==> config.mk <==
export PLATFORM = sky130hd
export DESIGN_NAME = access_breakpoint_unit_flat
export DESIGN_NICKNAME = d
export VERILOG_FILES = /design/src/rtl/abu_pkg.sv /design/src/rtl/abu_req_if.sv /design/src/rtl/abu_rsp_if.sv /design/src/rtl/abu_slot_table.sv /design/src/rtl/access_breakpoint_unit.sv /design/src/flat_wrapper.sv
export SDC_FILE = /design/constraint.sdc
export NUM_CORES = 1
export LEC_CHECK = 0
export BUFFER_PORTS_ARGS = -buffer_cell sky130_fd_sc_hd__buf_4
export CORE_MARGIN = 1.5
export CORE_UTILIZATION = 55
export CTS_CLUSTER_DIAMETER = 100
export DETAILED_ROUTE_END_ITERATION = 8
export PLACE_DENSITY_LB_ADDON = 0.2
export SYNTH_ARGS = -nofsm -noshare
export SYNTH_HDL_FRONTEND = slang
export SYNTH_SLANG_ARGS = --single-unit
==> constraint.sdc <==
create_clock -name clock -period 4.2 [get_ports clock]
set_clock_uncertainty 0.1 [all_clocks]
set_input_delay 0.84 -clock clock [delete_from_list [all_inputs] [get_ports clock]]
set_output_delay 0.84 -clock clock [all_outputs]
set_load 0.05 [all_outputs]
==> src/rtl/abu_pkg.sv <==
// Shared types, codes and constants of the access breakpoint unit.
package abu_pkg;

   localparam int NUM_SLOTS_DEF = 5;

   localparam int CMD_W  = 2;
   localparam int KIND_W = 2;
   localparam int ADDR_W = 16;
   localparam int SLOT_W = 3;
   localparam int FLAG_W = 3;

   typedef enum logic [CMD_W-1:0] {
      CMD_ADD    = 2'd0,
      CMD_DELETE = 2'd1,
      CMD_CHECK  = 2'd2
   } cmd_type;

   typedef enum logic [KIND_W-1:0] {
      KIND_READ  = 2'd0,
      KIND_WRITE = 2'd1,
      KIND_EXEC  = 2'd2
   } kind_type;

   typedef struct packed {
      logic [CMD_W-1:0]  command;
      logic [KIND_W-1:0] access_kind;
      logic [ADDR_W-1:0] address;
      logic [SLOT_W-1:0] slot_number;
   } abu_req_type;

   typedef struct packed {
      logic              hit;
      logic              table_full;
      logic [SLOT_W-1:0] slot_taken;
   } abu_rsp_type;

   function automatic logic [FLAG_W-1:0] kind_flag(input logic [KIND_W-1:0] kind);
      logic [FLAG_W-1:0] flag;
      case (kind)
         KIND_READ:  flag = 3'b001;
         KIND_WRITE: flag = 3'b010;
         KIND_EXEC:  flag = 3'b100;
         default:    flag = '0;
      endcase
      return flag;
   endfunction

endpackage

==> src/rtl/abu_req_if.sv <==
// Request channel interface: command, kind, address and slot number.
interface abu_req_if
   import abu_pkg::*;
   ();
   logic              valid;
   logic              ready;
   logic [CMD_W-1:0]  command;
   logic [KIND_W-1:0] access_kind;
   logic [ADDR_W-1:0] address;
   logic [SLOT_W-1:0] slot_number;

   modport source (output valid, command, access_kind, address, slot_number, input ready);
   modport sink   (input valid, command, access_kind, address, slot_number, output ready);
endinterface

==> src/rtl/abu_rsp_if.sv <==
// Response channel interface: hit, table full and slot taken.
interface abu_rsp_if
   import abu_pkg::*;
   ();
   logic              valid;
   logic              ready;
   logic              hit;
   logic              table_full;
   logic [SLOT_W-1:0] slot_taken;

   modport source (output valid, hit, table_full, slot_taken, input ready);
   modport sink   (input valid, hit, table_full, slot_taken, output ready);
endinterface

==> src/rtl/abu_slot_table.sv <==
// Breakpoint slot table: add, delete, and a combinational check against all slots.
module abu_slot_table
   import abu_pkg::*;
#(
   parameter int NUM_SLOTS = NUM_SLOTS_DEF
) (
   input  logic        clock,
   input  logic        reset,
   input  logic        enable,
   input  abu_req_type req,
   output abu_rsp_type rsp
);

   logic [ADDR_W-1:0] addr_ff  [NUM_SLOTS];
   logic [ADDR_W-1:0] addr_in  [NUM_SLOTS];
   logic [FLAG_W-1:0] flags_ff [NUM_SLOTS];
   logic [FLAG_W-1:0] flags_in [NUM_SLOTS];
   logic [FLAG_W-1:0] mask;
   logic              found;

   always_comb begin
      mask     = kind_flag(req.access_kind);
      addr_in  = addr_ff;
      flags_in = flags_ff;
      rsp      = '0;
      found    = 1'b0;
      case (cmd_type'(req.command))
         CMD_ADD: begin
            if (mask != '0) begin
               for (int i = 0; i < NUM_SLOTS; i++) begin
                  if (!found && flags_ff[i] == '0) begin
                     found          = 1'b1;
                     addr_in[i]     = req.address;
                     flags_in[i]    = mask;
                     rsp.slot_taken = SLOT_W'(i + 1);
                  end
               end
               rsp.table_full = !found;
            end
         end
         CMD_DELETE: begin
            for (int i = 0; i < NUM_SLOTS; i++) begin
               if (req.slot_number == SLOT_W'(i + 1)) begin
                  addr_in[i]  = '0;
                  flags_in[i] = '0;
               end
            end
         end
         CMD_CHECK: begin
            for (int i = 0; i < NUM_SLOTS; i++) begin
               if ((flags_ff[i] & mask) != '0 && addr_ff[i] == req.address) begin
                  rsp.hit = 1'b1;
               end
            end
         end
         default: ;
      endcase
   end

   always_ff @(posedge clock) begin
      if (reset) begin
         flags_ff <= '{default: '0};
      end else if (enable) begin
         flags_ff <= flags_in;
      end
   end

   always_ff @(posedge clock) begin
      if (enable) begin
         addr_ff <= addr_in;
      end
   end

endmodule

==> src/rtl/access_breakpoint_unit.sv <==
// Top level of the access breakpoint unit.
// Takes one command item per cycle (add, delete or check) and returns one response
// item for each: the item is registered, resolved against the slot table while
// the table updates, and the response is registered. Throughput is one item per
// cycle, set by the read-modify-write of the slot table; a stalled response stalls
// the input only once both registers are full. Reset frees all slots at once.
module access_breakpoint_unit
   import abu_pkg::*;
#(
   parameter int NUM_SLOTS = NUM_SLOTS_DEF
) (
   input logic       clock,
   input logic       reset,
   abu_req_if.sink   req_chan,
   abu_rsp_if.source rsp_chan
);

   logic        req_valid_ff;
   logic        req_valid_in;
   abu_req_type req_ff;
   logic        rsp_valid_ff;
   logic        rsp_valid_in;
   abu_rsp_type rsp_ff;
   abu_rsp_type table_rsp;
   logic        advance;
   logic        fire;
   logic        accept;

   assign advance        = !rsp_valid_ff || rsp_chan.ready;
   assign fire           = req_valid_ff && advance;
   assign req_chan.ready = !reset && (!req_valid_ff || advance);
   assign accept         = req_chan.valid && req_chan.ready;

   always_comb begin
      if (accept) begin
         req_valid_in = 1'b1;
      end else if (advance) begin
         req_valid_in = 1'b0;
      end else begin
         req_valid_in = req_valid_ff;
      end
      if (fire) begin
         rsp_valid_in = 1'b1;
      end else if (rsp_chan.ready) begin
         rsp_valid_in = 1'b0;
      end else begin
         rsp_valid_in = rsp_valid_ff;
      end
   end

   always_ff @(posedge clock) begin
      if (reset) begin
         req_valid_ff <= 1'b0;
         rsp_valid_ff <= 1'b0;
      end else begin
         req_valid_ff <= req_valid_in;
         rsp_valid_ff <= rsp_valid_in;
      end
   end

   always_ff @(posedge clock) begin
      if (accept) begin
         req_ff.command     <= req_chan.command;
         req_ff.access_kind <= req_chan.access_kind;
         req_ff.address     <= req_chan.address;
         req_ff.slot_number <= req_chan.slot_number;
      end
      if (fire) begin
         rsp_ff <= table_rsp;
      end
   end

   abu_slot_table #(
      .NUM_SLOTS(NUM_SLOTS)
   ) u_slot_table (
      .clock (clock),
      .reset (reset),
      .enable(fire),
      .req   (req_ff),
      .rsp   (table_rsp)
   );

   assign rsp_chan.valid      = rsp_valid_ff;
   assign rsp_chan.hit        = rsp_ff.hit;
   assign rsp_chan.table_full = rsp_ff.table_full;
   assign rsp_chan.slot_taken = rsp_ff.slot_taken;

endmodule

==> src/flat_wrapper.sv <==
// flat-port wrapper written by rule: the top's interface ports become plain ports
module access_breakpoint_unit_flat import abu_pkg::*;
#(
   parameter int NUM_SLOTS = NUM_SLOTS_DEF
)
  (clock, reset, req_chan_valid, req_chan_command, req_chan_access_kind, req_chan_address, req_chan_slot_number, req_chan_ready, rsp_chan_valid, rsp_chan_hit, rsp_chan_table_full, rsp_chan_slot_taken, rsp_chan_ready);
  abu_req_if req_chan_i ();
  abu_rsp_if rsp_chan_i ();
  input logic clock;
  input logic reset;
  input wire logic [$bits(req_chan_i.valid)-1:0] req_chan_valid;
  input wire logic [$bits(req_chan_i.command)-1:0] req_chan_command;
  input wire logic [$bits(req_chan_i.access_kind)-1:0] req_chan_access_kind;
  input wire logic [$bits(req_chan_i.address)-1:0] req_chan_address;
  input wire logic [$bits(req_chan_i.slot_number)-1:0] req_chan_slot_number;
  output wire logic [$bits(req_chan_i.ready)-1:0] req_chan_ready;
  output wire logic [$bits(rsp_chan_i.valid)-1:0] rsp_chan_valid;
  output wire logic [$bits(rsp_chan_i.hit)-1:0] rsp_chan_hit;
  output wire logic [$bits(rsp_chan_i.table_full)-1:0] rsp_chan_table_full;
  output wire logic [$bits(rsp_chan_i.slot_taken)-1:0] rsp_chan_slot_taken;
  input wire logic [$bits(rsp_chan_i.ready)-1:0] rsp_chan_ready;
  assign req_chan_i.valid = req_chan_valid;
  assign req_chan_i.command = req_chan_command;
  assign req_chan_i.access_kind = req_chan_access_kind;
  assign req_chan_i.address = req_chan_address;
  assign req_chan_i.slot_number = req_chan_slot_number;
  assign req_chan_ready = req_chan_i.ready;
  assign rsp_chan_valid = rsp_chan_i.valid;
  assign rsp_chan_hit = rsp_chan_i.hit;
  assign rsp_chan_table_full = rsp_chan_i.table_full;
  assign rsp_chan_slot_taken = rsp_chan_i.slot_taken;
  assign rsp_chan_i.ready = rsp_chan_ready;
  access_breakpoint_unit #(.NUM_SLOTS(NUM_SLOTS)) u_core (.clock(clock), .reset(reset), .req_chan(req_chan_i), .rsp_chan(rsp_chan_i));
endmodule
After elaboration in Yosys (flattened, before gate mapping). Cells that the tools add are included.

Register bits: 125. Output and inout port bits: 7. Word-level logic and storage cells: 151.

Bitwise gates (word level): 7. Reductions and logical operators: 45. Equal/unequal tests: 25. Muxes and demuxes: 54.

Operators by type and width (count): 16-bit 2-to-1 mux (10); 80-bit case mux with 2 select lines (1); 16-bit equality test (5); 80-bit 2-to-1 mux (1); 3-bit 2-to-1 mux (14); 15-bit case mux with 2 select lines (1); 1-bit 2-to-1 mux (25); 5-bit AND reduction (5); 2-bit inequality test, second input constant (11); 3-bit nonzero test (6); 3-bit bitwise AND (5); 3-bit logical NOT (5); 15-bit 2-to-1 mux (1); 1-bit logical AND (12); 3-bit case mux with 3 select lines (1); 1-bit logical NOT (8); 3-bit by 2-bit equality test with 1-bit output, second input constant (2); 3-bit equality test, second input constant (2); 2-bit nonzero test (3); 2-bit by 1-bit equality test with 1-bit output, second input constant (2); 2-bit equality test, second input constant (2); 2-bit logical NOT (2); 4-bit OR reduction (1); 3-bit by 1-bit equality test with 1-bit output, second input constant (1); 3 further kinds (5).

Logic depth before layout (Yosys ltp). Gate-level depths: netlist of run 1.

Depth in word-level cells: 26. Gate-level depth with buffers: 6. Mapped depth without buffers: 5.

By module. From an unflattened synthesis of run 1, not the netlist that was laid out.

Cells, all modules: 388. Area total of the unflattened synthesis: 5358.9 um2.

By module, submodules not included: abu_slot_table (cells each 349, times used 1, area each 4424.2 um2); access_breakpoint_unit (cells each 39, times used 1, area each 934.6 um2).

Least setup slack after synthesis of run 1. OpenSTA, ideal clock, no wires.

Kind: input to register. Start point: input reset. End point: register u_core.req_ff[0] (netlist bit), enable pin. Required time: 3.718 ns. Setup time: 0.382 ns. Setup slack: 1.174 ns. Path buffers: 1. Data arrival time: 2.544 ns. Cell stages on the path: 3. Cells stage by stage: clkbuf_1 > a21oi_1 > and2_1.

Word-level cells in the longest chain between the ends: 3.

RTL lines: start, declared (line flat_wrapper.sv:10) `input logic reset;`; 1-bit logical NOT (line access_breakpoint_unit.sv:31) `assign req_chan.ready = !reset && (!req_valid_ff || advance);`; 1-bit logical AND (line access_breakpoint_unit.sv:31); via req_chan_ready (line flat_wrapper.sv:16) `output wire logic [$bits(req_chan_i.ready)-1:0] req_chan_ready;`; 1-bit logical AND (line access_breakpoint_unit.sv:32) `assign accept = req_chan.valid && req_chan.ready;`; via u_core.accept (line access_breakpoint_unit.sv:27) `logic accept;`; end, declared (line access_breakpoint_unit.sv:20) `abu_req_type req_ff;`.

The timed path passes the listed nets, and every way through them passes these cells. A chain may end at the register's enable or synchronous reset.

Worst setup path in the final report of run 1.
Start point: register u_core.req_ff[20] (netlist bit). End point: register u_core.u_slot_table.addr_ff[33] (netlist bit), enable pin.

Word-level cells in the longest chain between the ends: 5.

RTL lines: 2-bit equality test (tied with other cells) (line abu_pkg.sv:39) `case (kind)`; 3-bit case mux with 3 select lines * (line abu_pkg.sv:39); 3-bit nonzero test * (line abu_slot_table.sv:29) `if (mask != '0) begin`; 2-bit inequality test (no source line) *; 5-bit AND reduction (no source line) *; end signal, assigned (line abu_slot_table.sv:70) `addr_ff <= addr_in;`; end, declared (line abu_slot_table.sv:14) `logic [ADDR_W-1:0] addr_ff [NUM_SLOTS];`.

Every way passes the cells marked *; elsewhere a longest branch is shown, timed or not.

==> results of run 1 <==
path summary, 6_finish.rpt:
check,start,to,depth (start not counted)
min reg2reg,u_core.u_slot_table.flags_ff[2],u_core.u_slot_table.flags_ff[2],2
min,req_chan_address[7],u_core.req_ff[10],1
max reg2reg,u_core.req_ff[20],u_core.u_slot_table.addr_ff[33],4
max,u_core.req_ff[20],u_core.u_slot_table.addr_ff[33],4
area by class of cell:
type                    instances  share of cell area (%)
inverters                       6                   0.362
repair buffers                 35                    4.22
clock buffers                  17                    6.66
well taps                     129                    2.60
flip-flops and latches        125                    57.6
clock inverters                15                    1.81
multi-input cells             228                    26.7
cell families (layout without fill, tap and decap cells):
family                    count (synthesis)  after routing  share of synthesized area, %
muxes                                    14             14                          2.61
and+or+nand+nor                         103            103                          11.2
AOI/OAI and AO/OA                        31             31                          4.15
xor gates and xnor gates                 80             80                          13.1
DFF                                     125            125                          66.8
buffers and inverters                    29             73                          2.24
state kept, by name, indices dropped and copies added (netlist names):
name	count
u_core.req_ff	23
u_core.rsp_chan.slot_taken	3
u_core.rsp_chan.table_full	1
u_core.rsp_chan.valid	1
u_core.req_valid_ff	1
u_core.rsp_chan.hit	1
u_core.u_slot_table.flags_ff	15
u_core.u_slot_table.addr_ff	80
stage by stage:
step                      hold WS, ns  cells
after global routing            0.371    555
after floorplan                 0.366    382
after CTS                       0.366    555
after detailed placement        0.398    523
final                           0.380    555
after global placement          0.393    523
cells in the mapped netlist (4+ instances only):
cell	instances	area [sq um]
nor2b_1	4	25.0
a21oi_1	11	55.1
edfxtp_1	108	3240
nand2_1	4	15.0
nand2b_1	4	25.0
o21ai_0	7	35.0
nand4_1	5	31.3
and2_1	19	119
dfxtp_1	17	340
nor4_1	21	131
nor2_1	25	93.8
nor3_1	7	35.0
xor2_1	80	701
inv_1	6	22.5
mux2i_1	14	140
clkbuf_1	19	71.3
report_power, final:
| group | leakage, nW | internal [mW] | switching (mW) |
|---|---|---|---|
| Sequential | 1.13 | 1.38 | 0.0307 |
| Combinational | 0.859 | 0.0526 | 0.0796 |
| Clock | 0.263 | 0.732 | 0.565 |
| Total | 2.26 | 2.16 | 0.676 |
per-layer routing:
metal  vias to the layer above  part of all wire, %
met4                         0                  1.9
li1                       1455                    -
met3                        19                  5.9
met2                       107                   48
met1                      1536                   44
met5                         -                    0
worst max-delay path: cells and delay by family (launching register included):
kind,cells,cell delay [ns]
DFF,1,0.60
AOI/OAI and AO/OA,1,0.27
and+or+nand+nor,2,0.70
buffers and inverters,1,0.61
layout by cell type (no fill, tap or decap), types with 6 or more instances in the layout:
master and n:
a21oi_1 11, and2_1 19, buf_4 35, clkbuf_16 16, dfxtp_1 17, edfxtp_1 108, inv_1 6, mux2i_1 14
nor2_1 25, nor3_1 7, nor4_1 21, o21ai_0 7, xor2_1 80
==> metrics.md, run 1 <==
| Metric | Value |
|---|---|
| Worst path cell trace | `and3b_1 > nor4b_4 > o311ai_2 > inv_1` |
| CTS Sinks | `about 130` |
| Max stage delay on crit path | `just over 0.6 ns` |
| Cells after Synth | `382` |
| Post-Syn Nets | `approximately 400` |
| Slowest CP cell | `inv_1` |
| Max VDD drop | `286 uV` |
| Total power draw | `about 2.8 mW` |
| Nets@finish | `440` |
| M3 GR Usage | `about 5.0%` |
| Hold_buf cts | `0` |
| Multi-input gate area | `1660 sq um` |
| Die Area | `~10000 sq um` |
| Tightest Pin Transition | `0.870 ns` |
| FP Rows | `35` |
| CTS HTree Levels | `4` |
| DP Wirelength | `7190 um` |
| Port buffer count | `33` |
| Starting Density | `57.5%` |
| Hold WC Path Type | `in2reg` |
| Clock Latency Late Sink | `0.53 ns` |
| CTS tree | `done` |
| Worst-path clk slew | `~0.06 ns` |
| Setup slack at placement | `1.34 ns` |
| Gp weighted congestion | `0.921` |
| Main synth FF type | `edfxtp_1` |
| Max clock buf depth | `2` |
| Slew HR | `41.9%` |
| Yosys warning count | `0` |
| Avg Cell Area, Syn | `~14 sq um` |
| Netlist cell types | `36` |
| Routed vias/inst | `about 5.6` |
| Post-synthesis sequential area ratio | `between 60% and 70%` |
| Post-synth ARST share | `0%` |
| Die Y | `102 um` |
| Vias in the first global route | `approximately 3.1k` |
| Final setup vio count | `0` |
| DRC Markers | `0` |
| Pin count of the biggest net entering global routing | `24` |
| Register Area | `3580 sq um` |
| Crit. End Element | `register` |
| Req. time, crit path | `roughly 4.3 ns` |
| Final Hold Viols | `0` |
| Die W | `102 um` |
| Drt wl/cell | `between 15 and 20 um` |
| Fmax | `about 0.38 GHz` |
| Post-synth EDFFs | `108` |
| PD cells | `between 400 and 500 nW/um^2` |
| ANT cells | `0` |
| # IOs | `34` |
| Placed cell area | `~5700 sq um` |
| Fill count | `slightly below 700` |
| Final WL | `10900 um` |
| Root buffer cell | `clkbuf_8` |
| Synthesized area | `5370 sq um` |
| Global-route wire length before repair | `16800 um` |
| Share of cells above drive strength 1 | `roughly 17%` |
| Setup TNS | `0 ns` |
| Global route overflow | `0` |
| Antenna violations before repair | `0` |
| Max-cap check violation count | `0` |
| GRT Max-Usage Layer | `met2` |
| Period minus WS final | `around 2.7 ns` |
| Initial DRC count | `155` |
| TritonRoute pass-1 iters | `5` |
| Util after Layout | `66.7%` |
| Core Box Area | `about 9300 sq um` |
| Cts bufs inserted | `17` |
| Max Slew Vio Count | `0` |
| Run status | `finished, final reports clean` |
| Period utilisation layout | `63.5%` |
| Synthesis-stage register bit count | `~130` |
| RSZ-0062 raised after global routing | `false` |
| Pleak | `approximately 2.3 nW` |
| Setup slack after layout | `approximately 1.5 ns` |
| P&R area growth vs syn | `15.9%` |
| Crit start category | `register` |
| CP arrival | `2.73 ns` |
| GRT Util Overall | `23.1%` |
| PostCTS Resize Cnt | `0` |
| Setup slack, reg-to-reg | `approximately 1.5 ns` |
| Met1 usage | `31.8%` |
| Antenna-violating nets left | `0` |
| Vias post-DR | `3117` |
| Critical path type | `reg2reg` |
| Design area | `slightly above 6000 sq um` |
| Crit-path max FO | `16` |
| Grt met2 use | `35.5%` |
| Post-CTS setup buffer count | `0` |
Power figures use the tool's default switching activity.
==> inputs of run 2 (changes only) <==
--- a/config.mk
+++ b/config.mk
@@ -5,6 +5,7 @@
 export SDC_FILE = /design/constraint.sdc
 export NUM_CORES = 1
 export LEC_CHECK = 0
+export ABC_AREA = 1
 export BUFFER_PORTS_ARGS = -buffer_cell sky130_fd_sc_hd__buf_4
 export CORE_MARGIN = 1.5
 export CORE_UTILIZATION = 55
==> constraint.sdc (replaced) <==
create_clock -name clock -period 2.6 [get_ports clock]
set_clock_uncertainty 0.1 [all_clocks]
set_input_delay 0.52 -clock clock [delete_from_list [all_inputs] [get_ports clock]]
set_output_delay 0.52 -clock clock [all_outputs]
set_load 0.05 [all_outputs]
==> run 2 against run 1 <==
Against the previous run: combinational power up 110%; cell area up 6.5%; count of clock-buffer cells in the layout is 3 higher; largest cell class unchanged; register-to-register slack worse by 0.92 ns; highest routed layer unchanged; core utilization up 0.47 points; final cell count rose by 39%; synthesized cell count is 52% higher; area after synthesis is 5.3% higher; sequential share of layout area is 3.5 points lower; clock power rose by 68%.
==> metrics.md, run 2 <==
| Metric | Value |
|---|---|
| P&R area growth vs syn | `17.2%` |
| Crit-path max FO | `3 (-13)` |
| Post-synth ARST share | `0% (unchanged)` |
| Setup TNS | `0 ns (unchanged)` |
| Post-synth EDFFs | `108 (unchanged)` |
| DP Wirelength | `8480 um (+18%)` |
| PostCTS Resize Cnt | `0 (unchanged)` |
| Req. time, crit path | `1.98 ns (-2.28 ns)` |
| Util after Layout | `67.1% (+0.47 points)` |
| Hold WC Path Type | `in2reg` |
| Die Area | `10900 sq um (+5.2%)` |
| Cells after Synth | `580 (+52%)` |
| Post-Route M1 WL | `5050 um (+5.7%)` |
| Placed cell area | `6080 sq um (+6.7%)` |
| Period minus WS final | `2.06 ns` |
| Final setup vio count | `0 (unchanged)` |
| Fmax | `0.484 GHz` |
| Commonest non-fill, non-tap cell in the layout | `nand2_1` |
| Pleak | `2.77 nW (+23%)` |
| DRC Markers | `0 (unchanged)` |
| Port buffer count | `33 (unchanged)` |
| # IOs | `34 (unchanged)` |
| FP Rows | `36 (+2.9%)` |
| Starting Density | `57.3% (-0.24 points)` |
| Gp weighted congestion | `0.905 (-1.7%)` |
| Drt wl/cell | `15.7 um (-20%)` |
| Netlist cell types | `28 (-22%)` |
| Most frequent cells in the layout | `164 x nand2_1, 108 x edfxtp_1, 90 x nor2_1, 72 x inv_1, 39 x buf_4` |
| CTS HTree Levels | `4 (unchanged)` |
| Vias post-DR | `3970 (+27%)` |
| Metal3 WL | `595 um (-8.0%)` |
| Post-CTS setup buffer count | `0 (unchanged)` |
| Max clock buf depth | `2 (unchanged)` |
| Max-cap check violation count | `0 (unchanged)` |
| Vias in the first global route | `3901 (+26%)` |
| Run status | `finished, final reports clean` |
| Global route overflow | `0 (unchanged)` |
| CTS Sinks | `125 (unchanged)` |
| Main synth FF type | `edfxtp_1` |
| Post-synthesis sequential area ratio | `63.4% (-3.4 points)` |
| Final Hold Viols | `0 (unchanged)` |
| Regs by FF count | `u_core.u_slot_table.addr_ff: 80 flops, u_core.req_ff: 23 flops, u_core.u_slot_table.flags_ff: 15 flops` |
| Hold_buf cts | `0 (unchanged)` |
| Design area | `6620 sq um (+6.5%)` |
| Synthesized area | `5650 sq um (+5.3%)` |
| Final WL | `12100 um (+10%)` |
| ANT cells | `0 (unchanged)` |
| Core Box Area | `9860 sq um (+5.8%)` |
| TritonRoute pass-1 iters | `5 (unchanged)` |
| Top-area cell type share of the netlist area | `57.4% (-3.1 points)` |
| Root buffer cell | `clkbuf_8` |
| Largest register FFs | `80 (unchanged)` |
| Slew HR | `58.6% (+17 points)` |
| Post-Syn Nets | `607 (+48%)` |
| Routed vias/inst | `5.16 (-8.2%)` |
| Antenna-violating nets left | `0 (unchanged)` |
| Setup slack, reg-to-reg | `0.61 ns (-0.92 ns)` |
| Period utilisation layout | `79.4%` |
| Setup slack after layout | `0.535 ns (-0.999 ns)` |
| Largest Register | `u_core.u_slot_table.addr_ff` |
| Pin count of the biggest net entering global routing | `21 (-13%)` |
| Nets@finish | `652 (+48%)` |
| Max Slew Vio Count | `0 (unchanged)` |
| Global-route wire length before repair | `19400 um (+15%)` |
| Synthesis-stage register bit count | `125 (unchanged)` |
| Antenna violations before repair | `0 (unchanged)` |
| Initial DRC count | `275 (+77%)` |
| Yosys warning count | `0 (unchanged)` |
| DR WL met2 | `6130 um (+16%)` |
| Post-synth top cells | `164 x nand2_1, 108 x edfxtp_1, 91 x nor2_1` |
| Crit. End Element | `output port` |
| Die Y | `104 um (+2.5%)` |
| RSZ-0062 raised after global routing | `false` |
| Cts bufs inserted | `17 (unchanged)` |
| Avg Cell Area, Syn | `9.74 sq um (-31%)` |
| Crit start category | `register` |
| Die W | `104 um (+2.5%)` |
| PD cells | `714 nW/um^2 (+56%)` |
| Cell with the most instances after synthesis | `nand2_1` |
| Hold slack | `0.0768 ns (-0.304 ns)` |
| GRT Util Overall | `23.7% (+0.61 points)` |
| Post-synth top area cell | `edfxtp_1` |
| Share of cells above drive strength 1 | `13.3% (-3.6 points)` |
| Clock Latency Late Sink | `0.52 ns (about the same)` |
| Synth top area cells | `edfxtp_1 57%, nand2_1 11%, nor2_1 6.0%, dfxtp_1 6.0%, xor2_1 4.8%` |
| CTS tree | `done` |
| Max VDD drop | `465 uV (+62%)` |
| Critical path type | `reg2out` |
| Setup slack at placement | `0.501 ns (-0.837 ns)` |
| Worst-path clk slew | `0.06 ns (about the same)` |
| Top layer in use | `met4` |
| Tightest Pin Transition | `0.617 ns (-0.253 ns)` |
| CP arrival | `1.44 ns (-1.29 ns)` |
-- run 2: cell types whose count changed after synthesis, moves of 20 or more --
cell and delta:
nor2_1 +66, inv_1 +66, xor2_1 -49, nor4_1 -20, nand2_1 +160
-- run 2: final timing paths --
check / startpoint / end / depth (start not counted)
worst max-delay path: u_core.rsp_chan.valid / req_chan_ready / 6
worst min-delay path: req_chan_slot_number[1] / u_core.req_ff[1] / 1
worst max register to register: u_core.req_ff[20] / u_core.u_slot_table.addr_ff[38] / 6
worst min register to register: u_core.u_slot_table.flags_ff[11] / u_core.u_slot_table.flags_ff[11] / 2
-- run 2: kinds of logic after synthesis --
| logic type | Yosys count | synth area share, % |
|---|---|---|
| xor gates and xnor gates | 39 | 6.04 |
| AOI/OAI and AO/OA | 41 | 4.32 |
| DFF | 125 | 63.4 |
| buffers and inverters | 93 | 6.53 |
| and+or+nand+nor | 282 | 19.7 |
-- run 2: critical path: stages (launching register included) --
cell and delay, ns:
dfxtp_1 0.37, nand2_1 0.08, nor2_1 0.08, inv_1 0.06, nand2_1 0.10, inv_1 0.05, buf_4 0.18
-- run 2: area by class of cell --
type                            count  area (sq um)
Multi-Input combinational cell    362          1700
Inverter                           78           293
Fill cell                         740          3240
Clock inverter                     11           121
Clock buffer                       20           425
Tap cell                          133           166
Timing Repair Buffer               41           333
Sequential cell                   125          3580
-- run 2: routing by layer --
layer,global-route usage [%],up-vias
met5,0,-
met1,29.6,1877
met2,40.1,124
met3,4.45,25
met4,10.3,0
li1,-,1944
-- run 2: through the flow --
step	std cells	total power, mW
after detailed placement	739	2.59
after global routing	770	4.87
final	770	4.73
after CTS	770	4.74
after floorplan	580	2.48
after global placement	739	2.58
-- run 2: where the power goes --
part	internal [mW]	leakage, nW	switching (mW)
Sequential	2.24	1.14	0.0431
Clock	1.35	0.253	0.825
Combinational	0.0969	1.38	0.176
Total	3.68	2.77	1.04
